===== src/design/complex_arithmetic_unit_assert.svh =====
// assertion macros for the complex arithmetic unit
// used by the top level only; expects clk and rst in scope
`ifndef COMPLEX_ARITHMETIC_UNIT_ASSERT_SVH
`define COMPLEX_ARITHMETIC_UNIT_ASSERT_SVH

// same-cycle implication
`define CAU_ASSERT_IMP(lbl, ante, cons, msg) \
  lbl: assert property (@(posedge clk) disable iff (rst) (ante) |-> (cons)) else $error(msg);

// next-cycle implication
`define CAU_ASSERT_NXT(lbl, ante, cons, msg) \
  lbl: assert property (@(posedge clk) disable iff (rst) (ante) |=> (cons)) else $error(msg);

`endif


===== src/design/cau_pkg.sv =====
// shared request codes and flag bundle of the complex arithmetic unit
// no dependencies
`timescale 1ns / 1ps
package cau_pkg;
  localparam int REQ_W = 3;
  localparam logic [REQ_W-1:0] REQ_ADD = 3'd0;
  localparam logic [REQ_W-1:0] REQ_SUB = 3'd1;
  localparam logic [REQ_W-1:0] REQ_MUL = 3'd2;
  localparam logic [REQ_W-1:0] REQ_DIV = 3'd3;
  localparam logic [REQ_W-1:0] REQ_MAG = 3'd4;
  localparam logic [REQ_W-1:0] REQ_CMP = 3'd5;

  typedef struct packed {
    logic is_div;
    logic ovf_re;
    logic ovf_im;
    logic neg_re;
    logic neg_im;
    logic greater;
    logic less;
    logic equal;
    logic a_zero;
    logic div_zero;
    logic sat;
  } flags_t;
endpackage


===== src/design/cau_back.sv =====
// output stage: divide rounding and clipping, result register
// depends on cau_pkg
`timescale 1ns / 1ps
module cau_back import cau_pkg::*; #(
  parameter int W = 16,
  parameter int F = 8
) (
  input  logic                clk,
  input  logic                en,
  input  flags_t              flags,
  input  logic [W-1:0]        pre_re,
  input  logic [W-1:0]        pre_im,
  input  logic [3*W+F:0]      rem_re,
  input  logic [3*W+F:0]      rem_im,
  input  logic [W-1:0]        q_re,
  input  logic [W-1:0]        q_im,
  input  logic [W-1:0]        root,
  output logic signed [W-1:0] res_re,
  output logic signed [W-1:0] res_im,
  output logic [W:0]          magnitude,
  output logic                greater,
  output logic                less,
  output logic                equal,
  output logic                a_is_zero,
  output logic                div_by_zero,
  output logic                saturated
);
  localparam logic [W-1:0] P_MAX = {1'b0, {(W-1){1'b1}}};
  localparam logic [W-1:0] P_MIN = {1'b1, {(W-1){1'b0}}};
  localparam logic [W:0] N_LIM = (W+1)'(1) << (W - 1);

  logic [W:0] qq_re, qq_im, ng_re, ng_im;
  logic [W-1:0] d_re, d_im;
  logic s_re, s_im;

  always_comb begin
    // floor for negative quotients: bump the magnitude when a remainder is left
    qq_re = {1'b0, q_re} + (W+1)'(rem_re != '0);
    qq_im = {1'b0, q_im} + (W+1)'(rem_im != '0);
    ng_re = -qq_re;
    ng_im = -qq_im;
    if (flags.ovf_re) begin
      s_re = 1'b1;
      d_re = flags.neg_re ? P_MIN : P_MAX;
    end else if (!flags.neg_re) begin
      s_re = q_re[W-1];
      d_re = s_re ? P_MAX : q_re;
    end else begin
      s_re = qq_re > N_LIM;
      d_re = s_re ? P_MIN : ng_re[W-1:0];
    end
    if (flags.ovf_im) begin
      s_im = 1'b1;
      d_im = flags.neg_im ? P_MIN : P_MAX;
    end else if (!flags.neg_im) begin
      s_im = q_im[W-1];
      d_im = s_im ? P_MAX : q_im;
    end else begin
      s_im = qq_im > N_LIM;
      d_im = s_im ? P_MIN : ng_im[W-1:0];
    end
  end

  always_ff @(posedge clk) begin
    if (en) begin
      if (flags.is_div) begin
        res_re <= d_re;
        res_im <= d_im;
        saturated <= s_re || s_im;
      end else begin
        res_re <= pre_re;
        res_im <= pre_im;
        saturated <= flags.sat;
      end
      magnitude <= {1'b0, root};
      greater <= flags.greater;
      less <= flags.less;
      equal <= flags.equal;
      a_is_zero <= flags.a_zero;
      div_by_zero <= flags.div_zero;
    end
  end
endmodule


===== config.mk =====
export PLATFORM = sky130hd
export DESIGN_NAME = cau_back
export DESIGN_NICKNAME = d
export VERILOG_FILES = /design/src/design/complex_arithmetic_unit_assert.svh /design/src/design/cau_pkg.sv /design/src/design/cau_back.sv
export SDC_FILE = /design/constraint.sdc
export NUM_CORES = 1
export LEC_CHECK = 0
export BUFFER_PORTS_ARGS = -buffer_cell sky130_fd_sc_hd__buf_2
export CORE_MARGIN = 2
export CORE_UTILIZATION = 40
export CTS_CLUSTER_SIZE = 10
export DETAILED_ROUTE_END_ITERATION = 10
export PLACE_DENSITY = 0.74
export SLEW_MARGIN = 10
export SYNTH_ARGS = -nofsm -noshare
export SYNTH_HDL_FRONTEND = slang
export SYNTH_SLANG_ARGS = --single-unit

===== constraint.sdc =====
create_clock -name clk -period 12.88 [get_ports clk]
set_input_delay 2.576 -clock clk [delete_from_list [all_inputs] [get_ports clk]]
set_output_delay 2.576 -clock clk [all_outputs]
set_load 0.02 [all_outputs]

==> results of run 1 <==
power groups by stage:
stage	clock network, mW	logic, mW	registers (mW)
finish	0.160	0.141	0.216
global route	0.170	0.153	0.217
CTS	0.164	0.141	0.216
detailed placement	0	0.140	0.220
global placement	0	0.138	0.220
floorplan	0	0.0546	0.241
path summary, 6_finish.rpt:
path | startpoint | endpoint | slack [ps]
max | rem_im[24] | res_im[3] | 6450
min | root[0] | magnitude[0] | 2450
cells by family after synthesis:
kind of cell	Yosys count	share of synthesized area
simple gates	258	0.3157
mux	12	0.02789
compound gates	133	0.1961
buf+inv	49	0.05632
flops	54	0.3509
xor+xnor	19	0.03601
other cells	1	0.0008116
fa+ha+maj	6	0.01625
critical path, delay by kind of cell:
family	cells	cell delay [ps]
AND/OR/NAND/NOR	6	2230
adder cells (fa/ha/maj)	3	810
AO/OA/AOI/OAI	5	790
buffers and inverters	2	180
synthesized netlist by cell type, types with 3 or more instances:
| cell type | instances |
|---|---|
| nor2_1 | 66 |
| edfxtp_1 | 54 |
| nand2_1 | 39 |
| o21ai_0 | 36 |
| a21oi_1 | 33 |
| nor4_1 | 28 |
| nand3_1 | 22 |
| nor3_1 | 20 |
| nand4_1 | 18 |
| inv_1 | 15 |
| a31oi_1 | 14 |
| xnor2_1 | 11 |
| buf_2 | 10 |
| clkbuf_1 | 10 |
| and3_1 | 8 |
| mux2i_1 | 8 |
| xor2_1 | 8 |
| ha_1 | 6 |
| or3_1 | 6 |
| or4_1 | 6 |
| buf_4 | 5 |
| buf_6 | 5 |
| nand2b_1 | 5 |
| a211oi_1 | 4 |
| a21o_1 | 4 |
| and2_1 | 4 |
| and4_1 | 4 |
| o21a_1 | 4 |
| o31ai_1 | 4 |
| or3_2 | 4 |
| a211o_1 | 3 |
| mux2_2 | 3 |
| nor4_2 | 3 |
| o211ai_1 | 3 |
flip-flops by register name (all words and copies together) (netlist names):
name	count
greater	1
a_is_zero	1
magnitude	16
saturated	1
div_by_zero	1
res_re	16
res_im	16
less	1
equal	1
through the flow:
stage / total power, mW / worst slack [ps] / std cells / area (µm²) / utilization
finish: 0.5174 / 6451 / 911 / 6081 / 0.5348
global placement: 0.3575 / 6341 / 902 / 5904 / 0.5193
floorplan: 0.2957 / 6855 / 532 / 4621 / -
detailed placement: 0.3604 / 6167 / 902 / 5904 / 0.5193
CTS: 0.5210 / 6468 / 910 / 6078 / 0.5346
global route: 0.5408 / 6252 / 911 / 6081 / 0.5348
area by class of cell:
cell class,instances,area (µm²)
fill,1093,5289
multi-input combinational,429,2739
sequential,54,1622
timing repair buffer,261,1309
tap,143,178.9
clock buffer,5,125.1
inverter,15,56.30
clock inverter,3,48.80
antenna,1,2.502
metal layers:
layer / vias to the layer above / part of all wire / track usage / routed length [µm]
met5: - / 0 / 0 / 0
met1: 2417 / 0.44 / 0.3564 / 7149
li1: 2504 / - / - / -
met4: 0 / 0.021 / 0.08477 / 345
met3: 21 / 0.069 / 0.03647 / 1117
met2: 207 / 0.46 / 0.3866 / 7471
==> impl_metrics.csv, run 1 <==
group,metric,value,unit
pwr,peakVddDrop,0.00005226,V
detailed_routing,post_drt_wl_per_cell,17.66,µm
die,dieWidth,111.5,µm
yosys,synthTopCellsByArea,"edfxtp_1 35%, nor2_1 5.4%, o21ai_0 3.9%, nor4_1 3.8%, a21oi_1 3.6%",
yosys,synth_top_area_frac,0.3509,
detailed_routing,drt_iter0_drc,497,
timing,setup_tns,0,ps
hold_path,hold_path_class,"in2reg",
cts,cts_resized,0,
yosys,avgSynthCellArea,8.685,µm²
die,start_util,0.4064,
pwr,intPower,359.6,µW
worst_setup_path,slowest_delay,660,ps
cts,cts-root-buf,"clkbuf_16",
timing,worstMarginPinSlew,1230,ps
global_route,grt_usage,0.2488,
worst_setup_path,cp_max_fo,17,
worst_setup_path,cpMostUsedCell,"ha_1",
worst_setup_path,end_kind,"register",
yosys,synth-seq-cells,54,
outcome,outcome,"complete, no violations",
global_route,antenna_found_initial,1,
timing,max_freq,0.1555,GHz
run,cap_violations,0,
timing,finalHoldWorstSlack,2451,ps
pwr,p_switching,157.7,µW
cells_and_area,nNetsFinal,979,
timing,drv_slew,0,
cts,clk_path_buf_depth,2,
global_route,grt_pass1_vias,4907,
die,die-area,12430,µm²
yosys,synthFlopType,"edfxtp_1",
timing,finalSetupViolCount,0,
worst_setup_path,worstPathRequired,13020,ps
cts,cts_max_level,2,
detailed_routing,vias,5149,
yosys,synth_area,4621,µm²
yosys,synthCells,532,
pwr,p_per_area,85.08,nW/µm²
pwr,p_clk_frac,0.310,
timing,min_period,6429,ps
worst_setup_path,worstSetupPathType,"in2reg",
pwr,seqPwrFrac,0.417,
placement,finalWeightedCongestion,0.9296,
die,rows,39,
die,die_h,111.5,µm
global_route,grt_remaining_overflow,0,
worst_setup_path,cp_cell_sequence,"buf_2, nor4_1, nand4_1, or4_1, ha_1, ha_1, inv_1, ha_1, or4b_4, o31ai_4, o21ai_2, nor2_4, a41oi_4, nor2_4, o21ai_0, a21oi_1",
cts,cts_tree,"done",
detailed_routing,first_pass_iters,5,
cts,cts_buffers,5,
detailed_routing,routed_wl,16080,µm
detailed_routing,drc,0,
yosys,synth_nets,745,
pwr,leakagePower,2.505,nW
detailed_routing,via_per_inst,5.652,
pwr,p_comb_frac,0.273,
yosys,yosysTopAreaCell,"edfxtp_1",
worst_setup_path,cp-start-kind,"input pin",
pwr,switching_share,0.3049,
die,io_pins,262,
detailed_routing,postRouteAntennaNets,0,
worst_setup_path,crit_slowest_cell,"nor4_1",
global_route,grt_pass1_wl,25090,µm
timing,slew_headroom,0.1712,
yosys,yosys_warnings,0,
timing,hold_viol_final,0,
cts,cts.reportedPaths.clkPinSlew,70,ps
cts,post-cts-setup-buffers,0,
cells_and_area,layout_commonest_cell,"buf_2",
placement,hpwl,12730,µm
timing,finalCritPeriodShare,0.4992,
global_route,grt_max_degree,55,
placement,port_buffers,260,
yosys,ys_seq_area_frac,0.3509,
timing,rsz0062_at_grt,"no",
yosys,synthArstFlopShare,0,
hold_path,holdPathStages,1,
die,coreArea,11370,µm²
cts,hold_buffers,0,
cells_and_area,layout_common_cells,"260 x buf_2, 66 x nor2_1, 54 x edfxtp_1",
cells_and_area,final_layout_size_suffix_gt1_frac,0.4029,
cells_and_area,area_growth,31.60,%
yosys,synth-edff-count,54,
yosys,synth.distinct_cells,82,
cts,cts_sinks,54,
worst_setup_path,arrival,6570,ps
Power figures use the tool's default switching activity.
==> run 2: changes to the inputs <==
Settings changed: ABC_AREA from default to 1, PLACE_DENSITY 0.74 to 0.78.
Clock period 12.88 ns to 5.75 ns, I/O delays scaled along.
==> impl_metrics.csv, run 2 <==
group,metric,value,unit
worst_setup_path,arrival,4210,ps
worst_setup_path,critPathBufInv,2,
placement,finalWeightedCongestion,0.9045,
yosys,yosysTopAreaCell,"edfxtp_1",
yosys,synthArstFlopShare,0,
cts,cts_buffers,5,
worst_setup_path,cp_cell_sequence,"buf_2, nor4_1, nand4_1, nor3_1, nand2_1, ha_1, ha_1, inv_1, ha_1, nand3_1, nor2_1, nand3_1, nor2_4, nand4_1, nand2_2, nand2_4, nor2_8, nand2_1, a21oi_1",
detailed_routing,via_per_inst,5.154,
global_route,grt_pass1_wl,21900,µm
yosys,ys_seq_area_frac,0.3758,
cts,cts_max_level,2,
die,io_pins,262,
worst_setup_path,cp-start-kind,"input pin",
yosys,synth_top_area_frac,0.3758,
yosys,synthCells,585,
detailed_routing,post_drt_wl_per_cell,14.91,µm
cts,post-cts-setup-buffers,0,
yosys,yosys_warnings,0,
cells_and_area,num_antenna_cells,0,
cts,clk_path_buf_depth,2,
die,die_h,107.9,µm
worst_setup_path,cp_max_fo,14,
cells_and_area,largestRegisters,"magnitude: 16 flops, res_im: 16 flops, res_re: 16 flops",
yosys,yosysMostFrequentCell,"nand2_1",
hold_path,hold_path_class,"in2reg",
worst_setup_path,crit_slowest_cell,"nor4_1",
cts,cts-root-buf,"clkbuf_8",
detailed_routing,drt_iter0_drc,316,
run,cap_violations,0,
global_route,grt_max_degree,55,
die,die-area,11630,µm²
worst_setup_path,crit_family,"simple AND/OR/NAND/NOR gates",
cts,hold_buffers,0,
yosys,synth-seq-cells,54,
hold_path,min_to,"magnitude[0]",
detailed_routing,drc,0,
timing,finalHoldWorstSlack,1014,ps
timing,slew_headroom,0.2089,
global_route,antenna_found_initial,0,
cts,cts.reportedPaths.clkPinSlew,100,ps
yosys,avgSynthCellArea,7.377,µm²
timing,min_period,4091,ps
timing,finalCritPeriodShare,0.7114,
yosys,synthTopCellsByArea,"edfxtp_1 38%, nand2_1 11%, nor2_1 7.4%, inv_1 4.9%, o31ai_1 4.9%",
detailed_routing,first_pass_iters,4,
worst_setup_path,worstSetupPathType,"in2reg",
die,start_util,0.4143,
cells_and_area,layout_common_cells,"260 x buf_2, 132 x nand2_1, 85 x nor2_1",
cells_and_area,nNetsFinal,1049,
placement,hpwl,11790,µm
detailed_routing,vias,5015,
global_route,grt_remaining_overflow,0,
pwr,leakagePower,2.749,nW
cts,cts_tree,"done",
yosys,synth_nets,798,
timing,finalSetupViolCount,0,
timing,rsz0062_at_grt,"no",
timing,drv_slew,0,
timing,max_freq,0.2445,GHz
cts,cts_resized,0,
timing,setup_tns,0,ps
cells_and_area,final_layout_size_suffix_gt1_frac,0.3680,
cells_and_area,layout_commonest_cell,"buf_2",
cts,cts_sinks,54,
hold_path,worstHoldStart,"root[0]",
worst_setup_path,end_kind,"register",
yosys,synth_area,4315,µm²
worst_setup_path,worstPathRequired,5870,ps
global_route,grt_pass1_vias,4451,
worst_setup_path,cp-startpoint,"rem_im[33]",
yosys,netlist_top_cells_count,"132 x nand2_1, 85 x nor2_1, 56 x inv_1, 54 x edfxtp_1, 34 x nand3_1",
yosys,synth.distinct_cells,35,
timing,hold_viol_final,0,
detailed_routing,postRouteAntennaNets,0,
pwr,p_per_area,175.8,nW/µm²
hold_path,holdPathStages,1,
yosys,synth-edff-count,54,
die,rows,37,
die,coreArea,10420,µm²
timing,worstMarginPinSlew,1185,ps
placement,port_buffers,260,
worst_setup_path,critical_path_depth,19,
worst_setup_path,cpMostUsedCell,"ha_1",
worst_setup_path,slowest_delay,300,ps
detailed_routing,routed_wl,14510,µm
yosys,synthFlopType,"edfxtp_1",
pwr,peakVddDrop,0.0001135,V
die,dieWidth,107.9,µm
cells_and_area,area_growth,34.59,%
outcome,outcome,"complete, no violations",
global_route,grt_usage,0.2369,
==> run 2: through the flow <==
step                      std cells  setup WS (ps)  utilization  total power, mW  cell area (µm²)
after floorplan                 585           2009            -           0.6557             4315
after global placement          965           1379       0.5482           0.8008             5710
after detailed placement        965           1363       0.5482           0.8042             5710
after CTS                       973           1683       0.5576            1.028             5808
after global routing            973           1245       0.5576            1.075             5808
final                           973           1659       0.5576            1.021             5808
==> run 2: how the worst max path moves through the flow <==
stage,endpoint,slack [ps]
floorplan,res_re[14],2010
global placement,res_im[12],1380
detailed placement,res_im[12],1360
CTS,res_im[12],1680
global route,res_im[12],1250
finish,res_im[12],1660
==> run 2: cell families (layout without fill, tap and decap cells) <==
logic type                 after synthesis  in the layout  synth area share
buffers and inverters                   78            330           0.07248
and+or+nand+nor                        350            350            0.3859
adders and majority gates                6              6           0.01740
xor gates and xnor gates                15             15           0.03044
AOI/OAI and AO/OA                       81             81            0.1171
DFF                                     54             54            0.3758
other                                    1              1         0.0008690
==> run 2: cell type report <==
class / count / area (µm²)
tap: 136 / 170.2
multi-input combinational: 453 / 2381
clock inverter: 3 / 28.78
clock buffer: 5 / 68.82
timing repair buffer: 261 / 1309
sequential: 54 / 1622
fill: 1031 / 4608
inverter: 61 / 229.0
==> run 2: routing by layer <==
metal  track usage  wire length (µm)  vias up
li1              -                 -     2530
met1        0.3389              6536     2279
met2        0.3733              6739      184
met3       0.03814               975       22
met4       0.05769               257        0
met5             0                 0        -
==> run 2: power breakdown <==
group	leakage [nW]	switching, mW	internal, mW	total (mW)
Sequential	0.529	0.00836	0.475	0.483
Clock	0.0502	0.133	0.0906	0.224
Combinational	2.17	0.196	0.118	0.314
Total	2.75	0.337	0.684	1.02
==> run 3: changes to the inputs <==
Settings changed: PLACE_DENSITY 0.78 to 0.75.
Clock period 5.75 ns to 3.8 ns, I/O delays scaled along.
==> impl_metrics.csv, run 3 (synthesized netlist as in run 2, its figures left out) <==
group,metric,value,unit
outcome,outcome,"complete, no violations",
global_route,grt_pass1_wl,22730,µm
cts,cts_buffers,5,
timing,finalSetupViolCount,0,
cts,cts_resized,0,
placement,port_buffers,260,
global_route,grt_usage,0.2460,
die,start_util,0.4143,
timing,setup_tns,0,ps
die,dieWidth,107.9,µm
worst_setup_path,arrival,3690,ps
cells_and_area,largestRegisters,"magnitude: 16 flops, res_im: 16 flops, res_re: 16 flops",
cts,clk_path_buf_depth,2,
timing,rsz0062_at_grt,"yes",
cells_and_area,final_core_util,0.5744,
worst_setup_path,cp_max_fo,14,
pwr,p_per_area,262.2,nW/µm²
pwr,peakVddDrop,0.0001959,V
cells_and_area,multiInputGateArea,2399,µm²
timing,drv_slew,0,
die,io_pins,262,
die,rows,37,
detailed_routing,drc,0,
timing,slew_headroom,0.4421,
detailed_routing,drt_iter0_drc,306,
timing,worstMarginPinSlew,836.9,ps
timing,min_period,3545,ps
worst_setup_path,crit_slowest_cell,"ha_1",
cells_and_area,final-seq-area,1622,µm²
run,cap_violations,0,
timing,hold_viol_final,0,
cells_and_area,final_layout_size_suffix_gt1_frac,0.3869,
placement,finalWeightedCongestion,0.9100,
timing,finalCritPeriodShare,0.9329,
global_route,antenna_found_initial,0,
timing,max_freq,0.2821,GHz
detailed_routing,post_drt_wl_per_cell,14.91,µm
cts,cts_tree,"done",
global_route,grt_pass1_vias,4681,
worst_setup_path,cp-start-kind,"input pin",
worst_setup_path,cp_cell_sequence,"buf_2, nor4_1, nand4_1, nor3_2, nand2_1, ha_1, ha_1, inv_1, ha_1, nand3_1, nor2_1, nand3_1, nor2_4, nand4_1, nand2_2, nand2_4, nor2_8, nand3_1, a21oi_1",
die,coreArea,10420,µm²
detailed_routing,routed_wl,14830,µm
cells_and_area,fillers,1013,
worst_setup_path,worstSetupPathType,"in2reg",
cts,cts_sinks,54,
cells_and_area,layout_common_cells,"260 x buf_2, 132 x nand2_1, 85 x nor2_1",
worst_setup_path,end_kind,"register",
cells_and_area,nNetsFinal,1070,
cts,hold_buffers,0,
detailed_routing,via_per_inst,5.106,
cells_and_area,layout_commonest_cell,"buf_2",
worst_setup_path,slowest_delay,300,ps
global_route,grt_max_degree,39,
cells_and_area,num_antenna_cells,0,
global_route,grt_remaining_overflow,0,
detailed_routing,first_pass_iters,5,
hold_path,hold_path_class,"in2reg",
cells_and_area,area_growth,38.65,%
cts,cts.reportedPaths.clkPinSlew,110,ps
placement,hpwl,12410,µm
die,die-area,11630,µm²
cts,cts_max_level,2,
cts,cts-root-buf,"clkbuf_8",
detailed_routing,postRouteAntennaNets,0,
die,die_h,107.9,µm
worst_setup_path,worstPathRequired,3950,ps
detailed_routing,vias,5075,
cts,post-cts-setup-buffers,0,
pwr,leakagePower,2.856,nW
[run 3: critical path: cells and delay by family]
family,cells,cell delay [ps]
and+or+nand+nor,13,1860
buffers and inverters,2,170
adders and majority gates,3,670
AOI/OAI and AO/OA,1,210
[run 3: worst paths after layout]
check | startpoint | endpoint | slack, ps | cells past startpoint
min | root[14] | magnitude[14] | 610 | 1
max | rem_im[41] | res_im[4] | 260 | 19
[run 3: stage by stage]
| stage | hold slack (ps) | cell area, µm² | total power [mW] | instances | worst slack [ps] |
|---|---|---|---|---|---|
| 2_1_floorplan | 858.9 | 4315 | 0.9921 | 585 | 449.1 |
| 3_3_place_gp | 936.6 | 5868 | 1.228 | 986 | -9.235 |
| 3_5_place_dp | 938.4 | 5868 | 1.232 | 986 | -148.5 |
| 4_1_cts | 603.4 | 5966 | 1.574 | 994 | 166.1 |
| 5_1_grt | 599.0 | 5983 | 1.649 | 994 | -12.89 |
| 6_report | 611.6 | 5983 | 1.569 | 994 | 255.2 |
[run 3: layout make-up]
class                   instances  share of cell area
inverters                      61             0.03827
well taps                     136             0.02844
flip-flops and latches         54              0.2710
repair buffers                282              0.2451
clock buffers                   5             0.01150
multi-input cells             453              0.4009
clock inverters                 3            0.004810
[run 3: power breakdown]
| group | internal, mW | switching [mW] |
|---|---|---|
| Combinational | 0.189 | 0.301 |
| Clock | 0.137 | 0.209 |
| Sequential | 0.718 | 0.0142 |
| Total | 1.04 | 0.524 |
[run 3: per-layer routing]
metal / vias to the layer above / wire length [µm] / part of all wire / GRT usage
li1: 2572 / - / - / -
met1: 2279 / 6678 / 0.45 / 0.3554
met2: 197 / 6881 / 0.46 / 0.3944
met3: 27 / 951 / 0.064 / 0.02542
met4: 0 / 314 / 0.021 / 0.05952
met5: - / 0 / 0 / 0
